$ cat src/rtl/core/i2p_pkg.sv
// ----------------------------------------------------------------------------
// i2p_pkg
// Shared types, character codes and precedence lookup for the converter.
// ----------------------------------------------------------------------------
package i2p_pkg;

    localparam logic [7:0] CH_CARET  = 8'h5E;
    localparam logic [7:0] CH_STAR   = 8'h2A;
    localparam logic [7:0] CH_SLASH  = 8'h2F;
    localparam logic [7:0] CH_PLUS   = 8'h2B;
    localparam logic [7:0] CH_MINUS  = 8'h2D;
    localparam logic [7:0] CH_LPAREN = 8'h28;
    localparam logic [7:0] CH_RPAREN = 8'h29;

    typedef enum logic [1:0] {
        K_LETTER = 2'd0,
        K_LPAREN = 2'd1,
        K_RPAREN = 2'd2,
        K_OPER   = 2'd3
    } t_kind;

    // precedence: 0 = none (-1), 1 = + -, 2 = * /, 3 = ^
    typedef struct packed {
        t_kind       kind;
        logic [1:0]  prio;
        logic [7:0]  ch;
        logic        last;
    } t_item;

    function automatic logic [1:0] prio_of(input logic [7:0] ch);
        logic [1:0] p;
        p = 2'd0;
        if (ch == CH_CARET) begin
            p = 2'd3;
        end else if (ch == CH_STAR || ch == CH_SLASH) begin
            p = 2'd2;
        end else if (ch == CH_PLUS || ch == CH_MINUS) begin
            p = 2'd1;
        end
        return p;
    endfunction

    function automatic logic is_letter(input logic [7:0] ch);
        return (ch >= 8'h61 && ch <= 8'h7A) || (ch >= 8'h41 && ch <= 8'h5A);
    endfunction

endpackage

$ cat src/rtl/core/i2p_ram.sv
// ----------------------------------------------------------------------------
// i2p_ram
// Generic single-write, single-read RAM with registered read data.
// ----------------------------------------------------------------------------
module i2p_ram #(
    parameter int WIDTH = 8,
    parameter int DEPTH = 32
) (
    input  logic                     i_clk,
    input  logic                     i_we,
    input  logic [$clog2(DEPTH)-1:0] i_waddr,
    input  logic [WIDTH-1:0]         i_wdata,
    input  logic [$clog2(DEPTH)-1:0] i_raddr,
    output logic [WIDTH-1:0]         o_rdata
);

    logic [WIDTH-1:0] r_mem [DEPTH];
    logic [WIDTH-1:0] r_rdata;

    always_ff @(posedge i_clk) begin
        if (i_we) begin
            r_mem[i_waddr] <= i_wdata;
        end
        r_rdata <= r_mem[i_raddr];
    end

    assign o_rdata = r_rdata;

endmodule

$ cat src/rtl/core/i2p_front.sv
// ----------------------------------------------------------------------------
// i2p_front
// Accepts input characters, classifies them and queues them for the stack
// engine in a two-entry queue.
// ----------------------------------------------------------------------------
module i2p_front (
    input  logic           i_clk,
    input  logic           i_rst_n,
    input  logic           s_axis_tvalid,
    output logic           s_axis_tready,
    input  logic [7:0]     s_axis_tdata,
    input  logic           s_axis_tlast,
    output logic           o_item_valid,
    output i2p_pkg::t_item o_item,
    input  logic           i_item_pop
);

    i2p_pkg::t_item r_mem [2];
    logic           r_wptr, n_wptr;
    logic           r_rptr, n_rptr;
    logic [1:0]     r_cnt, n_cnt;
    i2p_pkg::t_item item;
    logic           push;

    always_comb begin
        item.ch   = s_axis_tdata;
        item.last = s_axis_tlast;
        item.prio = i2p_pkg::prio_of(s_axis_tdata);
        if (i2p_pkg::is_letter(s_axis_tdata)) begin
            item.kind = i2p_pkg::K_LETTER;
        end else if (s_axis_tdata == i2p_pkg::CH_LPAREN) begin
            item.kind = i2p_pkg::K_LPAREN;
        end else if (s_axis_tdata == i2p_pkg::CH_RPAREN) begin
            item.kind = i2p_pkg::K_RPAREN;
        end else begin
            item.kind = i2p_pkg::K_OPER;
        end
    end

    assign s_axis_tready = (r_cnt != 2'd2);
    assign push          = s_axis_tvalid && s_axis_tready;
    assign o_item_valid  = (r_cnt != 2'd0);
    assign o_item        = r_mem[r_rptr];

    always_comb begin
        n_wptr = push ? ~r_wptr : r_wptr;
        n_rptr = i_item_pop ? ~r_rptr : r_rptr;
        n_cnt  = r_cnt + 2'(push) - 2'(i_item_pop);
    end

    always_ff @(posedge i_clk) begin
        if (!i_rst_n) begin
            r_wptr <= 1'b0;
            r_rptr <= 1'b0;
            r_cnt  <= 2'd0;
        end else begin
            r_wptr <= n_wptr;
            r_rptr <= n_rptr;
            r_cnt  <= n_cnt;
        end
    end

    always_ff @(posedge i_clk) begin
        if (push) begin
            r_mem[r_wptr] <= item;
        end
    end

endmodule

$ cat src/rtl/core/i2p_engine.sv
// ----------------------------------------------------------------------------
// i2p_engine
// Operator stack and sequencer: pops, pushes and flushes at most one step a
// cycle, holds one result back to mark the last of each request.
// ----------------------------------------------------------------------------
module i2p_engine #(
    parameter int STACK_DEPTH = 32
) (
    input  logic           i_clk,
    input  logic           i_rst_n,
    input  logic           i_item_valid,
    input  i2p_pkg::t_item i_item,
    output logic           o_item_pop,
    output logic           m_axis_tvalid,
    input  logic           m_axis_tready,
    output logic [7:0]     m_axis_tdata,
    output logic           m_axis_tlast,
    output logic [1:0]     m_axis_tuser
);

    localparam int AW = $clog2(STACK_DEPTH);
    localparam int CW = $clog2(STACK_DEPTH + 1);

    typedef enum logic [2:0] {
        S_IDLE = 3'b001,
        S_RUN  = 3'b010,
        S_END  = 3'b100
    } t_state;

    t_state         r_state, n_state;
    i2p_pkg::t_item r_cur;
    logic [CW-1:0]  r_count;
    logic [7:0]     r_top;
    logic           r_settled;
    logic           r_ovf;
    logic [7:0]     r_pend;
    logic           r_pend_valid;
    logic           r_out_valid;
    logic [7:0]     r_out_ch;
    logic           r_out_last;
    logic           r_out_done;
    logic           r_out_ovf;

    logic           out_free, pop_ok, full, empty;
    logic           do_pop, do_push, emit, finish, load;
    logic [7:0]     emit_ch;
    logic           ram_we;
    logic [CW-1:0]  wa_full, ra_full;
    logic [7:0]     ram_rdata;

    assign out_free = !r_out_valid || m_axis_tready;
    assign empty    = (r_count == '0);
    assign full     = (r_count == CW'(STACK_DEPTH));
    assign pop_ok   = (r_count < CW'(2)) || r_settled;
    assign wa_full  = r_count - CW'(1);
    assign ra_full  = r_count - CW'(2);
    assign ram_we   = do_push && !full && !empty;

    i2p_ram #(
        .WIDTH (8),
        .DEPTH (STACK_DEPTH)
    ) u_stack (
        .i_clk   (i_clk),
        .i_we    (ram_we),
        .i_waddr (wa_full[AW-1:0]),
        .i_wdata (r_top),
        .i_raddr (ra_full[AW-1:0]),
        .o_rdata (ram_rdata)
    );

    always_comb begin
        n_state = r_state;
        do_pop  = 1'b0;
        do_push = 1'b0;
        emit    = 1'b0;
        emit_ch = r_top;
        finish  = 1'b0;
        load    = 1'b0;
        unique case (r_state)
            S_IDLE: begin
                if (i_item_valid) begin
                    load    = 1'b1;
                    n_state = S_RUN;
                end
            end
            S_RUN: begin
                unique case (r_cur.kind)
                    i2p_pkg::K_LETTER: begin
                        if (out_free) begin
                            emit    = 1'b1;
                            emit_ch = r_cur.ch;
                            n_state = S_END;
                        end
                    end
                    i2p_pkg::K_LPAREN: begin
                        do_push = 1'b1;
                        n_state = S_END;
                    end
                    i2p_pkg::K_RPAREN: begin
                        if (empty) begin
                            n_state = S_END;
                        end else if (r_top == i2p_pkg::CH_LPAREN) begin
                            if (pop_ok) begin
                                do_pop  = 1'b1;
                                n_state = S_END;
                            end
                        end else if (pop_ok && out_free) begin
                            do_pop = 1'b1;
                            emit   = 1'b1;
                        end
                    end
                    i2p_pkg::K_OPER: begin
                        if (!empty && (i2p_pkg::prio_of(r_top) > r_cur.prio)) begin
                            if (pop_ok && out_free) begin
                                do_pop = 1'b1;
                                emit   = 1'b1;
                            end
                        end else begin
                            do_push = 1'b1;
                            n_state = S_END;
                        end
                    end
                    default: ;
                endcase
            end
            S_END: begin
                if (r_cur.last && !empty) begin
                    if (pop_ok && out_free) begin
                        do_pop = 1'b1;
                        emit   = 1'b1;
                    end
                end else if (!r_pend_valid || out_free) begin
                    finish = 1'b1;
                    if (i_item_valid) begin
                        load    = 1'b1;
                        n_state = S_RUN;
                    end else begin
                        n_state = S_IDLE;
                    end
                end
            end
            default: n_state = S_IDLE;
        endcase
    end

    assign o_item_pop = load;

    always_ff @(posedge i_clk) begin
        if (!i_rst_n) begin
            r_state      <= S_IDLE;
            r_count      <= '0;
            r_settled    <= 1'b0;
            r_ovf        <= 1'b0;
            r_pend_valid <= 1'b0;
            r_out_valid  <= 1'b0;
        end else begin
            r_state   <= n_state;
            r_settled <= !(do_pop || (do_push && !full));
            if (do_pop) begin
                r_count <= r_count - CW'(1);
            end else if (do_push) begin
                if (full) begin
                    r_ovf <= 1'b1;
                end else begin
                    r_count <= r_count + CW'(1);
                end
            end
            if (emit) begin
                r_pend_valid <= 1'b1;
            end else if (finish) begin
                r_pend_valid <= 1'b0;
                if (r_cur.last) begin
                    r_count <= '0;
                    r_ovf   <= 1'b0;
                end
            end
            if ((emit || finish) && r_pend_valid) begin
                r_out_valid <= 1'b1;
            end else if (m_axis_tready) begin
                r_out_valid <= 1'b0;
            end
        end
    end

    always_ff @(posedge i_clk) begin
        if (load) begin
            r_cur <= i_item;
        end
        if (do_pop) begin
            r_top <= ram_rdata;
        end else if (do_push && !full) begin
            r_top <= r_cur.ch;
        end
        if (emit) begin
            r_pend <= emit_ch;
        end
        if ((emit || finish) && r_pend_valid) begin
            r_out_ch   <= r_pend;
            r_out_last <= finish;
            r_out_done <= finish && r_cur.last;
            r_out_ovf  <= r_ovf;
        end
    end

    assign m_axis_tvalid = r_out_valid;
    assign m_axis_tdata  = r_out_ch;
    assign m_axis_tlast  = r_out_last;
    assign m_axis_tuser  = {r_out_ovf, r_out_done};

endmodule

$ cat src/rtl/core/infix_to_postfix_converter.sv
// ----------------------------------------------------------------------------
// infix_to_postfix_converter
// Shunting-yard infix to postfix converter with an operator stack in RAM.
// ----------------------------------------------------------------------------
// channel   dir  tdata          tlast      tuser
// s_axis    in   char_in        expr_end   -
// m_axis    out  char_out       run_last   [0] expr_done, [1] overflow
//
// A character passes through its step and a closing state that also takes the
// next request, with a further step per stack pop. With two or more entries
// stacked, a pop right after a pop or a push waits for the RAM read of the
// entry below the top. A two-entry queue lets input keep
// arriving while the engine works; the output register holds a result under
// stall. Reset is synchronous, active low, and empties the stack at once.
// ----------------------------------------------------------------------------
module infix_to_postfix_converter #(
    parameter int STACK_DEPTH = 32
) (
    input  logic       i_clk,
    input  logic       i_rst_n,
    input  logic       s_axis_tvalid,
    output logic       s_axis_tready,
    input  logic [7:0] s_axis_tdata,   // [7:0] char_in
    input  logic       s_axis_tlast,
    output logic       m_axis_tvalid,
    input  logic       m_axis_tready,
    output logic [7:0] m_axis_tdata,   // [7:0] char_out
    output logic       m_axis_tlast,
    output logic [1:0] m_axis_tuser    // [0] expr_done, [1] overflow
);

    logic           item_valid;
    logic           item_pop;
    i2p_pkg::t_item item;

    i2p_front u_front (
        .i_clk         (i_clk),
        .i_rst_n       (i_rst_n),
        .s_axis_tvalid (s_axis_tvalid),
        .s_axis_tready (s_axis_tready),
        .s_axis_tdata  (s_axis_tdata),
        .s_axis_tlast  (s_axis_tlast),
        .o_item_valid  (item_valid),
        .o_item        (item),
        .i_item_pop    (item_pop)
    );

    i2p_engine #(
        .STACK_DEPTH (STACK_DEPTH)
    ) u_engine (
        .i_clk         (i_clk),
        .i_rst_n       (i_rst_n),
        .i_item_valid  (item_valid),
        .i_item        (item),
        .o_item_pop    (item_pop),
        .m_axis_tvalid (m_axis_tvalid),
        .m_axis_tready (m_axis_tready),
        .m_axis_tdata  (m_axis_tdata),
        .m_axis_tlast  (m_axis_tlast),
        .m_axis_tuser  (m_axis_tuser)
    );

endmodule

$ cat config.mk
export PLATFORM = sky130hd
export DESIGN_NAME = infix_to_postfix_converter
export DESIGN_NICKNAME = d
export VERILOG_FILES = /design/src/rtl/core/i2p_pkg.sv /design/src/rtl/core/i2p_ram.sv /design/src/rtl/core/i2p_front.sv /design/src/rtl/core/i2p_engine.sv /design/src/rtl/core/infix_to_postfix_converter.sv
export SDC_FILE = /design/constraint.sdc
export NUM_CORES = 1
export LEC_CHECK = 0
export BUFFER_PORTS_ARGS = -buffer_cell sky130_fd_sc_hd__buf_4
export CAP_MARGIN = 0
export CORE_AREA = 2 2 219 167
export DETAILED_ROUTE_END_ITERATION = 8
export DIE_AREA = 0 0 221 169
export GPL_TIMING_DRIVEN = 0
export HOLD_SLACK_MARGIN = 0.15
export PLACE_DENSITY = 0.63
export SLEW_MARGIN = 20
export SYNTH_ARGS = -nofsm -noshare
export SYNTH_HDL_FRONTEND = slang
export SYNTH_SLANG_ARGS = --single-unit
$ cat constraint.sdc
create_clock -name i_clk -period 5.57 [get_ports i_clk]
set_clock_uncertainty 0.1 [all_clocks]
set_input_delay 0.2785 -clock i_clk [delete_from_list [all_inputs] [get_ports i_clk]]
set_output_delay 0.2785 -clock i_clk [all_outputs]
set_load 0.005 [all_outputs]
======== Word level (Yosys, flattened, before mapping) ========
Memory sizes are Yosys's and may differ from the RTL's. A register that Yosys moved wholly into a read port is not among the register bits.
Cells that the tools add are included.
word-level totals
  bits in registers ....................... 44
  memory bits (writable) .................. 282
  input bits .............................. 13
  output and inout port bits .............. 13
  word-level logic and storage cells ...... 160
  memories ................................ 2
operators by class
  add/sub/neg operators ................... 5
  order comparisons ....................... 6
  eq/ne operators ......................... 28
  multiplexer cells ....................... 70
  bitwise logic cells ..................... 2
  reductions and logical operators ........ 32
memory list
  memory                  depth  width  read ports  clocked after memory_dff  write ports  line             text
  u_engine.u_stack.r_mem  32     8      1           1                         1            i2p_ram.sv:17    logic [WIDTH-1:0] r_mem [DEPTH];
  u_front.r_mem           2      13     1           1                         1            i2p_front.sv:18  i2p_pkg::t_item r_mem [2];
operator list
  operator                                                                          count
  8-bit by 6-bit == test with 1-bit output, second input constant                   11
  8-bit 2-to-1 mux                                                                  5
  6-bit 2-to-1 mux                                                                  6
  1-bit 2-to-1 mux                                                                  34
  3-bit 2-to-1 mux                                                                  8
  2-bit 2-to-1 mux                                                                  9
  8-bit by 7-bit == test with 1-bit output, second input constant                   2
  8-bit by 7-bit >= comparator with 1-bit output, second input constant             2
  8-bit by 7-bit less-or-equal comparator with 1-bit output, second input constant  2
  3-bit case mux with 4 select lines                                                1
  1-bit logical AND                                                                 10
  1-bit logical OR                                                                  10
  1-bit case mux with 2 select lines                                                5
  3-bit case mux with 3 select lines                                                1
  4-bit by 2-bit inequality test with 1-bit output, second input constant           2
  2-bit nonzero test                                                                4
  7-bit AND reduction                                                               1
  6-bit by 1-bit adder with 6-bit output, second input constant                     1
  6-bit == test, second input constant                                              1
  6-bit zero test                                                                   1
  6-bit by 2-bit < comparator with 1-bit output, second input constant              1
  2-bit inequality test, second input constant                                      3
  6-bit by 1-bit subtractor with 6-bit output, second input constant                1
  1-bit zero test                                                                   5
  15 further kinds                                                                  17

======== Logic depth before layout (Yosys ltp) ========
  word-level depth ........................ 17
  mapped depth ............................ 14
  gate-level depth less buffers ........... 12

======== By module ========
Synthesis repeated with hierarchy kept, for this count alone.
unflattened totals
  cell total of the unflattened synthesis .. 719
  area, all modules ....................... 14068.5 um^2
by module, submodules not included
  module      times used  cells an instance  area an instance (um^2)  seq. area each (um^2)
  i2p_ram     1           417                10053.4                  7847.5
  i2p_engine  1           211                2675.1                   1461.4
  i2p_front   1           91                 1340.0                   880.8

======== Least setup slack after synthesis ========
Ideal clock, no wire load.
  path type ............................... reg2reg
  from .................................... register u_engine.r_top[5]
  to ...................................... register u_engine.r_out_ch[0], in the netlist u_engine.m_axis_tdata[0] (enable)
  library setup time ...................... 0.396 ns
  data arrival time ....................... 3.851 ns
  required time ........................... 5.074 ns
  path slack .............................. 1.223 ns
  cell stages (with the launch flop) ...... 13
  path buffers ............................ 0
  clock period less this slack ............ 4.347 ns
  path through ............................ edfxtp_1 > nor4b_1 > nor2b_1 > a31oi_1 > o21ai_0 > and3_1 > ha_1 > a21boi_0 > o21ai_0 > nand2_1 > a311oi_1 > a211o_1 > a21boi_0
on the way
  word-level cells in the longest chain between the ends .. 14
  elaborated cells on any way between the ends .. 22
  those cells by class .................... order compare: 1; eq/ne: 6; mux: 10; reduce/logical: 5
ends and longest elaborated chain
  item                                      line               text
  start: declaration                        i2p_engine.sv:33   logic [7:0] r_top;
  start signal: assignment                  i2p_engine.sv:190  r_top <= ram_rdata;
  start signal: assignment                  i2p_engine.sv:192  r_top <= r_cur.ch;
  8-bit by 6-bit == test with 1-bit output  i2p_pkg.sv:37      end else if (ch == CH_PLUS || ch == CH_MINUS) begin
  1-bit logical OR                          i2p_pkg.sv:37
  1-bit 2-to-1 mux                          i2p_pkg.sv:37
  2-bit 2-to-1 mux                          i2p_pkg.sv:35      end else if (ch == CH_STAR || ch == CH_SLASH) begin
  2-bit 2-to-1 mux                          i2p_pkg.sv:33      if (ch == CH_CARET) begin
  2-bit 2-to-1 mux                          i2p_engine.sv:87   unique case (r_cur.kind)
  2-bit 2-to-1 mux                          i2p_engine.sv:79   unique case (r_state)
  2-bit > comparator                        i2p_engine.sv:113  if (!empty && (i2p_pkg::prio_of(r_top) > r_cur.prio)) begin
  1-bit logical AND                         i2p_engine.sv:113
  1-bit 2-to-1 mux                          i2p_engine.sv:113
  1-bit case mux with 3 select lines (*)    i2p_engine.sv:87
  1-bit case mux with 2 select lines (*)    i2p_engine.sv:79
  1-bit logical OR (*)                      i2p_engine.sv:197  if ((emit || finish) && r_pend_valid) begin
  1-bit logical AND (*)                     i2p_engine.sv:197
  end signal: assignment                    i2p_engine.sv:198  r_out_ch <= r_pend;
  end: declaration                          i2p_engine.sv:39   logic [7:0] r_out_ch;
Every way passes the cells marked *; elsewhere a longest branch is shown, timed or not. The select of a mux whose other input is x is not followed.
A chain may end at the register's enable or synchronous reset.

======== Worst setup path after layout ========
  from .................................... register u_engine.r_top[5]
  to ...................................... memory u_engine.u_stack.r_mem[38][2], in the netlist u_engine.u_stack.r_mem[19][2] (enable)
on the way
  word-level cells in the longest chain between the ends .. 16
  elaborated cells on any way between the ends .. 21
  those cells by class .................... order compare: 1; eq/ne: 5; mux: 10; reduce/logical: 5
ends and longest elaborated chain
  item                                        line               text
  8-bit by 6-bit == test with 1-bit output    i2p_pkg.sv:37
  1-bit logical OR                            i2p_pkg.sv:37
  1-bit 2-to-1 mux                            i2p_pkg.sv:37
  2-bit 2-to-1 mux                            i2p_pkg.sv:35
  2-bit 2-to-1 mux (*)                        i2p_pkg.sv:33
  2-bit 2-to-1 mux (*)                        i2p_engine.sv:87
  2-bit 2-to-1 mux (*)                        i2p_engine.sv:79
  2-bit > comparator (*)                      i2p_engine.sv:113
  1-bit logical AND (*)                       i2p_engine.sv:113
  1-bit 2-to-1 mux (*)                        i2p_engine.sv:113
  1-bit case mux with 2 select lines (*)      i2p_engine.sv:87
  1-bit 2-to-1 mux (*)                        i2p_engine.sv:79
  1-bit logical AND (*) (2 in a row)          i2p_engine.sv:57   assign ram_we = do_push && !full && !empty;
  1-bit 2-to-1 mux (*)                        i2p_ram.sv:21      if (i_we) begin
  1-bit 2-to-1 mux (implied by the code) (*)  i2p_ram.sv:22      r_mem[i_waddr] <= i_wdata;
  end: declaration                            i2p_ram.sv:17
Marked as above.

==> results by group <==
Run status
  • Status: finished, final reports clean

Placement
  • Cell area after placement: approximately 15,000 µm²
  • DP HPWL: just under 20,000 µm
  • Pre-CTS WS: ~0.5 ns
  • Port bufs: 25
  • Final Wtd Congestion: approximately 0.9

Drt
  • Initial DRT Pass Iterations: 5
  • Vias per cell: approximately 5.4
  • Vias: roughly 7,000
  • Antenna viol nets, final: 0
  • Avg WL per Cell: around 22 µm
  • Drt drc: 0
  • DR iter-0 viols: 758
  • Final wirelength: roughly 29,000 µm

Cells and area
  • P&R area growth vs syn: 16.27%
  • Final standard cell area without fillers: around 16,000 µm²
  • Antenna Cells: 0
  • Share of post-route cells with drive strength above 1: a little over a quarter
  • Total Nets Final: 841

Clock network
  • Clock sink count: about 350
  • Setup Buffers After CTS: 0
  • Worst skew pair latency: ~0.51 ns
  • Max H-tree Level: 2
  • Clock transition at path regs: around 0.060 ns
  • Cts bufs inserted: 34
  • Clock Tree Buf Depth: 3
  • CTS tree: built
  • CTS Root Cell: clkbuf_16

Critical path
  • WP buf/inv: 1
  • Arrival time at the worst endpoint: 5.14 ns
  • Delay-heaviest family, CP: simple AND/OR/NAND/NOR gates
  • Worst setup EP type: flop
  • Slowest stage delay, CP: 0.88 ns
  • Slowest stage cell, crit path: nor2_1
  • CP Cell Sequence: buf_8, nor4b_1, nor2b_1, a31oi_1, o21ai_0, and3_1, ha_1, nor2b_1, o21a_1, nor3_1, nand2_1, nor2_1
  • CP Class: reg2reg
  • Cell mode on critical path: nor2b_1
  • Critical Path Fanout Max: 18
  • Worst endpoint required time: approximately 5.6 ns
  • Crit start category: flop

Timing
  • Max_slew headroom: between 20 and 30%
  • Tmin final: 5.113 ns
  • Setup TNS: 0 ns
  • Fin. Hold Viols: 0
  • Maximum clock rate: between 150 and 200 MHz
  • Post-route setup slack: 0.4570 ns
  • RSZ-0062 raised after global routing: no
  • Worst Tran Pin Value: ~1.1 ns
  • Fin. max-slew vios: 0
  • Tcrit/Tclk final: between 90% and 100%
  • Setup-failing EPs final: 0

Synth
  • Share of flip-flops with an asynchronous set or reset: 0%
  • Post-synth top cells: edfxtp_1, mux4_2, nor2_1
  • Count leader, synth: edfxtp_1
  • Mapped Area: 13,980 µm²
  • Area leader, netlist: edfxtp_1
  • Post-synth EDFFs: ~320
  • Synth warn: 0
  • Largest cells by area after synthesis: edfxtp_1, mux4_2, dfxtp_1
  • Mapped Cells: roughly 730
  • Share of the synthesized area in the top cell type: 69.18%
  • Post-Synthesis Mean Instance Area: between 15 and 20 µm²
  • Synthesized net count: ~760
  • Sequential area share after synthesis: 72.76%
  • Number of synthesized register bits: ~350
  • Synth unique cells: 57
  • Top_reg_cell synth: edfxtp_1

Power
  • Lkg Pwr: roughly 5.1 nW
  • Max VDD drop: 0.0002116 V
  • Power Density: between 300 and 400 nW/µm²

Global routing
  • Initial antenna violation count: 0
  • Grt total ovfl: 0
  • Largest net degree at the start of global routing: 36
  • Total track usage: around 16%
  • Vias in the first global route: 6,964
  • First-pass GRT wire length: around 44,000 µm

Flow run
  • Max Cap Viol: 0

Hold path
  • Worst Hold Class: reg2reg

Floorplan
  • Initial Utilization: roughly two fifths
  • Site Rows: 60
  • Die H: between 150 and 200 µm
  • Die Footprint: ~37,000 µm²
  • Core box area: 35,360 µm²
  • Top-Level Pins: 26
  • Die X: approximately 220 µm
## cells in the final DEF (no fill, tap or decap), drive strengths merged, types with 3 or more instances in the layout
cell type,count
o31ai,3
a21boi,4
and2,6
inv,17
clkinv,7
nor2,49
dlygate4sd3,12
and3,4
a31oi,4
nor2b,5
mux2,38
dfxtp,25
or3b,4
nand3,5
edfxtp,322
clkbuf,61
or2,4
mux4,80
a21o,3
o211ai,3
nor3,13
buf,45
o21a,3
a21oi,15
xor2,4
bufinv,8
nor3b,3
o21ai,9
nand2b,5
nor4b,4
ha,13
xnor2,7
nand2,29
## path summary, 6_finish.rpt
kind / start / endpoint / slack (ns) / cells past startpoint
worst max-delay path: u_engine.r_top[5] / u_engine.u_stack.r_mem[19][2] / 0.46 / 12
worst min-delay path: u_engine.r_pend[5] / u_engine.m_axis_tdata[5] / 0.32 / 0
worst max register to register: u_engine.r_top[5] / u_engine.u_stack.r_mem[19][2] / 0.46 / 12
worst min register to register: u_engine.r_pend[5] / u_engine.m_axis_tdata[5] / 0.32 / 0
## layout make-up
| cell class | instances | area (µm²) |
|---|---|---|
| buffer | 30 | 145.1 |
| clock buffer | 42 | 922.1 |
| clock inverter | 18 | 292.8 |
| fill | 2954 | 19110 |
| inverter | 15 | 56.30 |
| multi-input combinational | 341 | 3615 |
| sequential | 347 | 10170 |
| tap | 465 | 581.8 |
| timing repair buffer | 46 | 467.9 |
## kinds of logic after synthesis
logic type | after synthesis | synth area share [%]
xor+xnor | 11 | 0.6893
flops | 347 | 72.76
fa+ha+maj | 13 | 1.164
simple gates | 143 | 5.201
compound gates | 55 | 2.605
buf+inv | 45 | 1.423
mux | 119 | 16.16
## through the flow
| step | power, W | std cells | util, % | hold slack (ns) |
|---|---|---|---|---|
| floorplan | 0.003348 | 733 | - | 0.2774 |
| global placement | 0.003481 | 1223 | 41.71 | 0.3082 |
| detailed placement | 0.003502 | 1230 | 42.09 | 0.3054 |
| CTS | 0.005984 | 1302 | 45.87 | 0.3165 |
| global route | 0.006148 | 1304 | 45.96 | 0.3300 |
| finish | 0.005945 | 1304 | 45.96 | 0.3179 |
## layer usage
metal | global-route usage (%) | up-vias | share of wire, %
li1 | - | 3133 | -
met1 | 24.69 | 3628 | 49
met2 | 23.26 | 192 | 44
met3 | 2.586 | 31 | 5.5
met4 | 3.122 | 0 | 1.2
met5 | 0 | - | 0
## registers in the layout, summed over array words and instances (netlist names)
signal	flops
u_engine.u_stack.o_rdata	8
u_front.r_rptr	1
u_engine.r_out_done	1
u_front.r_cnt	2
u_engine.r_cur	13
u_engine.r_count	6
u_engine.r_state	3
u_front.r_mem	26
u_engine.r_pend	8
u_engine.m_axis_tlast	1
u_engine.r_settled	1
u_engine.r_pend_valid	1
u_engine.u_stack.r_mem	256
u_engine.r_out_ovf	1
u_engine.r_ovf	1
u_engine.m_axis_tdata	8
u_front.r_wptr	1
u_engine.m_axis_tvalid	1
u_engine.r_top	8
## power breakdown
group          switching, W  internal [W]  total [W]  leakage, nW
clock network      0.000940       0.00155    0.00249        0.587
logic              0.000220      0.000200   0.000419         1.43
registers         0.0000809       0.00295    0.00304         3.11
total               0.00124       0.00470    0.00594         5.13
## timing repair
action,in CTS,in global routing
hold endpoints to repair,33,0
hold buffers,12,0
gates resized for setup,0,0
Note: power is estimated with default switching activity, not from simulation.
